==> src/sv/ssff_pkg.sv <==
// Shared types and constants for the simplex shared face finder.
package ssff_pkg;

    localparam int FIELD_BITS        = 31;
    localparam int VERTEX_BITS_DEF   = 31;
    localparam int NUM_VERTS         = 4;
    localparam int FACE_SLOTS        = 3;
    localparam logic [1:0] DIM_RESET = 2'd3;

    typedef logic [FIELD_BITS-1:0] field_t;
    typedef logic [1:0]            pos_t;

    typedef struct packed {
        field_t a_vert0;
        field_t a_vert1;
        field_t a_vert2;
        field_t a_vert3;
        field_t b_vert0;
        field_t b_vert1;
        field_t b_vert2;
        field_t b_vert3;
    } item_word_t;

    typedef struct packed {
        field_t face_vert0;
        field_t face_vert1;
        field_t face_vert2;
        pos_t   a_pos0;
        pos_t   a_pos1;
        pos_t   a_pos2;
        pos_t   b_pos0;
        pos_t   b_pos1;
        pos_t   b_pos2;
        pos_t   shared_count;
    } result_word_t;

endpackage

==> src/sv/ssff_core.sv <==
// Combinational match, compaction and sort of two simplices' vertex lists.
module ssff_core #(
    parameter int VW = ssff_pkg::VERTEX_BITS_DEF
) (
    input  logic [ssff_pkg::NUM_VERTS-1:0][VW-1:0]  a,
    input  logic [ssff_pkg::NUM_VERTS-1:0][VW-1:0]  b,
    input  logic [1:0]                              dim,
    output logic [ssff_pkg::FACE_SLOTS-1:0][VW-1:0] face,
    output logic [ssff_pkg::FACE_SLOTS-1:0][1:0]    apos,
    output logic [ssff_pkg::FACE_SLOTS-1:0][1:0]    bpos,
    output logic [1:0]                              count
);
    import ssff_pkg::*;

    logic [NUM_VERTS-1:0]             hit;
    logic [NUM_VERTS-1:0][1:0]        first;
    logic [FACE_SLOTS-1:0][VW-1:0]    fv;
    logic [FACE_SLOTS-1:0][1:0]       pa;
    logic [FACE_SLOTS-1:0][1:0]       pb;
    logic [1:0]                       cnt;
    logic [VW-1:0]                    tv;
    logic [1:0]                       tp;

    // lowest matching position of b for each vertex of a
    always_comb
    begin
        for (int k = 0; k < NUM_VERTS; k++)
        begin
            hit[k]   = 1'b0;
            first[k] = 2'd0;
            for (int l = NUM_VERTS - 1; l >= 0; l--)
            begin
                if ((2'(k) <= dim) && (2'(l) <= dim) && (a[k] == b[l]))
                begin
                    hit[k]   = 1'b1;
                    first[k] = 2'(l);
                end
            end
        end
    end

    // pack matches in scan order, stop once dim are found
    always_comb
    begin
        fv  = '0;
        pa  = '0;
        pb  = '0;
        cnt = 2'd0;
        for (int k = 0; k < NUM_VERTS; k++)
        begin
            if (hit[k] && (cnt < dim))
            begin
                fv[cnt] = a[k];
                pa[cnt] = 2'(k);
                pb[cnt] = first[k];
                cnt     = cnt + 2'd1;
            end
        end
    end

    // three-slot sort over the filled prefix only; a positions already ascend
    always_comb
    begin
        face = fv;
        bpos = pb;
        tv   = '0;
        tp   = '0;
        if (cnt >= 2'd2 && face[0] > face[1])
        begin
            tv = face[0]; face[0] = face[1]; face[1] = tv;
        end
        if (cnt == 2'd3 && face[1] > face[2])
        begin
            tv = face[1]; face[1] = face[2]; face[2] = tv;
        end
        if (cnt >= 2'd2 && face[0] > face[1])
        begin
            tv = face[0]; face[0] = face[1]; face[1] = tv;
        end
        if (cnt >= 2'd2 && bpos[0] > bpos[1])
        begin
            tp = bpos[0]; bpos[0] = bpos[1]; bpos[1] = tp;
        end
        if (cnt == 2'd3 && bpos[1] > bpos[2])
        begin
            tp = bpos[1]; bpos[1] = bpos[2]; bpos[2] = tp;
        end
        if (cnt >= 2'd2 && bpos[0] > bpos[1])
        begin
            tp = bpos[0]; bpos[0] = bpos[1]; bpos[1] = tp;
        end
    end

    assign apos  = pa;
    assign count = cnt;

endmodule

==> src/sv/simplex_shared_face_finder.sv <==
// Top level: shared face of two simplices, input and result registers around the core.
//
// Takes one pair of simplices per word and returns one result word per input word:
// shared vertices ascending, matched local positions in each element ascending,
// and the match count (equal to dim for a full face; unused slots read zero).
// Sustains one word per clock while result_stall is low; an input register then a
// result register hold each word, with all matching and sorting in the logic between them.
// The user must write dim_data only while no word is in flight (the block does not enforce this); reset value is 3.
module simplex_shared_face_finder #(
    parameter int VERTEX_BITS = ssff_pkg::VERTEX_BITS_DEF
) (
    input  logic                   clk,
    input  logic                   rst_n,
    input  logic                   item_valid,
    output logic                   item_stall,
    input  ssff_pkg::item_word_t   item_word,
    output logic                   result_valid,
    input  logic                   result_stall,
    output ssff_pkg::result_word_t result_word,
    input  logic                   dim_we,
    input  logic [1:0]             dim_data
);
    import ssff_pkg::*;

    logic [1:0]                             dim_reg;
    logic                                   stage_vld_reg;
    logic [NUM_VERTS-1:0][VERTEX_BITS-1:0]  a_reg;
    logic [NUM_VERTS-1:0][VERTEX_BITS-1:0]  b_reg;
    logic                                   out_vld_reg;
    result_word_t                           out_reg;
    result_word_t                           out_next;

    logic [FACE_SLOTS-1:0][VERTEX_BITS-1:0] face;
    logic [FACE_SLOTS-1:0][1:0]             apos;
    logic [FACE_SLOTS-1:0][1:0]             bpos;
    logic [1:0]                             count;
    logic                                   out_adv;
    logic                                   in_take;

    assign out_adv    = !out_vld_reg || !result_stall;
    assign item_stall = stage_vld_reg && !out_adv;
    assign in_take    = item_valid && !item_stall;

    always_ff @(posedge clk or negedge rst_n)
    begin
        if (!rst_n)
        begin
            dim_reg <= DIM_RESET;
        end
        else if (dim_we)
        begin
            dim_reg <= dim_data;
        end
    end

    always_ff @(posedge clk or negedge rst_n)
    begin
        if (!rst_n)
        begin
            stage_vld_reg <= 1'b0;
            out_vld_reg   <= 1'b0;
        end
        else
        begin
            if (in_take)
                stage_vld_reg <= 1'b1;
            else if (out_adv)
                stage_vld_reg <= 1'b0;
            if (out_adv)
                out_vld_reg <= stage_vld_reg;
        end
    end

    // bits above VERTEX_BITS are dropped on entry
    always_ff @(posedge clk)
    begin
        if (in_take)
        begin
            a_reg[0] <= item_word.a_vert0[VERTEX_BITS-1:0];
            a_reg[1] <= item_word.a_vert1[VERTEX_BITS-1:0];
            a_reg[2] <= item_word.a_vert2[VERTEX_BITS-1:0];
            a_reg[3] <= item_word.a_vert3[VERTEX_BITS-1:0];
            b_reg[0] <= item_word.b_vert0[VERTEX_BITS-1:0];
            b_reg[1] <= item_word.b_vert1[VERTEX_BITS-1:0];
            b_reg[2] <= item_word.b_vert2[VERTEX_BITS-1:0];
            b_reg[3] <= item_word.b_vert3[VERTEX_BITS-1:0];
        end
        if (out_adv && stage_vld_reg)
        begin
            out_reg <= out_next;
        end
    end

    ssff_core #(
        .VW (VERTEX_BITS)
    ) u_core (
        .a     (a_reg),
        .b     (b_reg),
        .dim   (dim_reg),
        .face  (face),
        .apos  (apos),
        .bpos  (bpos),
        .count (count)
    );

    always_comb
    begin
        out_next              = '0;
        out_next.face_vert0   = field_t'(face[0]);
        out_next.face_vert1   = field_t'(face[1]);
        out_next.face_vert2   = field_t'(face[2]);
        out_next.a_pos0       = apos[0];
        out_next.a_pos1       = apos[1];
        out_next.a_pos2       = apos[2];
        out_next.b_pos0       = bpos[0];
        out_next.b_pos1       = bpos[1];
        out_next.b_pos2       = bpos[2];
        out_next.shared_count = count;
    end

    assign result_valid = out_vld_reg;
    assign result_word  = out_reg;

    a_count_le_dim: assert property (@(posedge clk) disable iff (!rst_n)
        result_valid |-> (result_word.shared_count <= dim_reg))
        else $error("shared count exceeds simplex dimension");

    a_unused_zero: assert property (@(posedge clk) disable iff (!rst_n)
        (result_valid && result_word.shared_count != 2'd3) |->
            (result_word.face_vert2 == '0 && result_word.a_pos2 == '0
             && result_word.b_pos2 == '0))
        else $error("unused face slot not zero");

    a_pos_ascend: assert property (@(posedge clk) disable iff (!rst_n)
        (result_valid && result_word.shared_count >= 2'd2) |->
            (result_word.a_pos0 < result_word.a_pos1
             && result_word.face_vert0 <= result_word.face_vert1))
        else $error("result slots not ascending");

    a_hold_on_stall: assert property (@(posedge clk) disable iff (!rst_n)
        (stage_vld_reg && item_stall) |=> stage_vld_reg)
        else $error("held input word lost while stalled");

endmodule
==> config.mk <==
export PLATFORM = sky130hd
export DESIGN_NAME = simplex_shared_face_finder
export DESIGN_NICKNAME = d
export VERILOG_FILES = /design/src/sv/ssff_pkg.sv /design/src/sv/ssff_core.sv /design/src/sv/simplex_shared_face_finder.sv
export SDC_FILE = /design/constraint.sdc
export NUM_CORES = 1
export LEC_CHECK = 0
export BUFFER_PORTS_ARGS = -buffer_cell sky130_fd_sc_hd__buf_2
export CELL_PAD_IN_SITES_DETAIL_PLACEMENT = 1
export CELL_PAD_IN_SITES_GLOBAL_PLACEMENT = 1
export CORE_UTILIZATION = 41
export DETAILED_ROUTE_END_ITERATION = 16
export MAX_ROUTING_LAYER = met4
export PLACE_DENSITY = 0.88
export SLEW_MARGIN = 15
export SYNTH_ARGS = -nofsm -noshare
export SYNTH_HDL_FRONTEND = slang
export SYNTH_SLANG_ARGS = --single-unit
export TNS_END_PERCENT = 20
==> constraint.sdc <==
create_clock -name clk -period 11.9 [get_ports clk]
set_clock_uncertainty 0.2 [all_clocks]
set_input_delay 2.38 -clock clk [delete_from_list [all_inputs] [get_ports clk]]
set_output_delay 2.38 -clock clk [all_outputs]
set_load 0.03 [all_outputs]
==> flow_summary.yaml <==
logic_synthesis:
  yosys.area.top_type: "edfxtp_1"
  synth_edf_count: 355
  synth-adder-area-share_pct: 5.56
  syn_nets: 2617
  ys_warn_count: 0
  synthMuxAreaShare_pct: 4.64
  synth_compound_area_share_pct: 11.1
  synth_cell_types: 75
  yosys.area_share.simple_pct: 10.5
  yosys.area_share.xor_xnor_pct: 18.3
  syn_inst: 2256
  synth_area_leaders: "edfxtp_1 44%, xnor2_1 10%, xor2_1 8.2%"
  synth_top_area_share_pct: 44.5
  synth_area_um2: 24000
  seq_area_frac_synth_pct: 44.9
  synth_area_per_cell_um2: 10.6
  yosys_register_bits: 359
  synth_top_family_by_area: "XOR/XNOR gates"
  async_flop_share_pct: 1.11
  synth_top_flop_cell: "edfxtp_1"
worst_setup_path:
  timing.critical_path.mode_cell: "buf_4"
  slowest_delay_ps: 540
  end_kind: "flop"
  crit_slowest_cell: "edfxtp_1"
  worst_ep_required_time_ps: 12100
  arrival_ps: 13180
  cp-start-kind: "flop"
  worstPathMaxFanout: 14
  worstSetupPathType: "reg2reg"
place:
  pre_cts_slack_ps: -1340
  place_inst: 3730
  hpwl_um: 106000
  gp_congestion: 1.06
  portBuffers: 363
final_layout:
  syn_to_final_growth_pct: 37.8
  finish.net_count: 3447
  drive_gt1_share_pct: 38.4
  nFillCells: 6207
  final_core_util_pct: 57.3
  final_cells: 3884
clocking:
  clockBufferDepth: 3
  clk-insertion-delay-late_ps: 610
  cts_tree: "yes"
  cts_hold_buf: 0
  numCtsBuffers: 41
  clk_pin_slew_worst_paths_ps: 60
  cts_sinks: 359
  htree_num_levels: 2
  cts_root_buffer: "clkbuf_16"
run:
  drv_cap: 0
pwr:
  ir_drop_mv: 0.199
  power_density_nw_per_um2: 108
  p_leak_uw: 0.0143
timing:
  finalSetupViolCount: 62
  fin_crit_ps: 12980
  fin_crit_sh_pct: 109
  rsz0062_at_grt: "true"
  finalWorstSetupSlack_ps: -1080
  final-max-slew-violation-count: 0
  slew_headroom_pct: 21.7
  max_clock_freq_mhz: 77.0
  tightest_slew_ps: 1170
  finalHoldViolCount: 0
  whs_ps: 318
floorplanning:
  rows: 88
  die_h_um: 244
  core_um2: 57700
  io_pins: 364
  die_x_um: 244
  die_area_um2: 59500
  start_util_pct: 41.6
detailed_routing:
  wl_met2_um: 66800
  totalWireLength_um: 147000
  dr_total_vias: 24700
  vias_per_cell: 6.37
  ant_nets: 0
  first_pass_iters: 6
  top_layer: "met4"
  wl_met1_um: 52000
  drt_iter0_markers: 2808
  wl_met3_um: 12700
  routedWlPerCell_um: 37.8
  drc: 0
run_status:
  status: "complete, but fails checks"
  violations: "negative setup slack"
global_routing:
  first_global_vias: 24400
  antenna_found_initial: 4
  grt_max_degree: 175
  grt_pass1_wl_um: 183000
  gr-total-overflow: 0
  gr-usage-all-layers_pct: 45.5
hold_path:
  hp-class: "reg2reg"
[layout make-up]
cell class | instances | area (um2) | area share (%)
multi-input cells | 1630 | 12700 | 38.5
flip-flops and latches | 359 | 10800 | 32.6
repair buffers | 993 | 7060 | 21.4
clock buffers | 48 | 1070 | 3.25
well taps | 765 | 957 | 2.90
clock inverters | 26 | 235 | 0.712
inverters | 61 | 233 | 0.704
diodes | 2 | 5.00 | 0.0151
[cell usage in the layout (no fill, tap or decap), types with 33 or more instances in the layout]
master | synthesis | routed
edfxtp_1 | 355 | 355
a21o_1 | 33 | 33
nand2_1 | 153 | 149
o21ai_1 | 26 | 41
buf_2 | 66 | 363
ha_1 | 105 | 96
inv_1 | 60 | 55
nor4_1 | 81 | 73
clkbuf_16 | 0 | 49
mux2i_1 | 100 | 89
buf_4 | 2 | 585
a21oi_1 | 101 | 83
a22oi_1 | 61 | 61
nor2_1 | 95 | 87
xnor2_1 | 277 | 270
nand4_1 | 106 | 106
xor2_1 | 224 | 221
o21ai_0 | 113 | 78
[layer usage]
metal | vias up | track usage, %
met5 | - | -
met2 | 2021 | 74.5
met1 | 12100 | 51.4
li1 | 9812 | -
met3 | 790 | 6.28
met4 | 0 | 32.0
[metrics by stage]
step / TNS [ps] / total power (uW) / instance area (um2)
finish: -59380 / 3570 / 33000
global route: -62500 / 3600 / 33000
CTS: 0 / 3500 / 32000
detailed placement: -77780 / 2230 / 30200
global placement: -46820 / 2220 / 30200
floorplan: 0 / 1870 / 24000
[synth_stat cells (all sizes together) (3+ instances only)]
cell type,instances
a21boi,5
and3,4
a211oi,7
ha,105
xor2,224
nor4,81
mux2i,100
a31oi,3
a22o,30
nor3,6
or2,3
mux2,9
o31a,3
o21ai,141
and4,5
a21o,33
o21a,6
clkbuf,120
a22oi,61
nor2,95
o211ai,7
and2,6
inv,61
a21oi,101
nand3,7
xnor2,277
o41ai,4
or4,4
edfxtp,355
buf,88
nor2b,9
nand2b,8
nand2,154
nand4,107
[worst max-delay path, delay by kind of cell (launching register included)]
family                   cells  cell delay (ps)
AO/OA/AOI/OAI               21             3930
AND/OR/NAND/NOR             16             3730
buffers and inverters       14             2160
adder cells (fa/ha/maj)      5             1620
flip-flops                   1              540
multiplexers                 1              370
XOR/XNOR                     1              160
[logic make-up (layout without fill, tap and decap cells)]
logic type / Yosys count / after routing
and+or+nand+nor: 494 / 494
muxes: 109 / 109
xor gates and xnor gates: 501 / 501
other: 0 / 2
AOI/OAI and AO/OA: 418 / 420
adders and majority gates: 106 / 106
buffers and inverters: 269 / 1128
DFF: 359 / 359
[power by group]
group          total [uW]  switching (uW)  leakage (uW)  internal [uW]
sequential           1620             133       0.00351           1490
combinational         636             385        0.0102            251
clock                1320             599      0.000637            718
total                3570            1120        0.0143           2460
[repair_timing]
item                                   CTS  global route
buffers inserted                        29            38
setup endpoints to repair               62            62
gates resized for setup                 69           126
endpoints found under the hold margin    0             0
cloned                                   3             8
pin swaps                               19            53
[final timing paths]
kind                               start  depth (start not counted)         endpoint  slack (ps)
max                            a_reg[22]                         58  result_word[47]       -1080
min                        stage_vld_reg                          1     result_valid         320
max reg2reg                    a_reg[22]                         58  result_word[47]       -1080
min reg2reg                stage_vld_reg                          1     result_valid         320
max in group asynchronous          rst_n                          1       dim_reg[1]        9760
min in group asynchronous          rst_n                          1     result_valid        1480
Note: power is estimated with default switching activity, not from simulation.
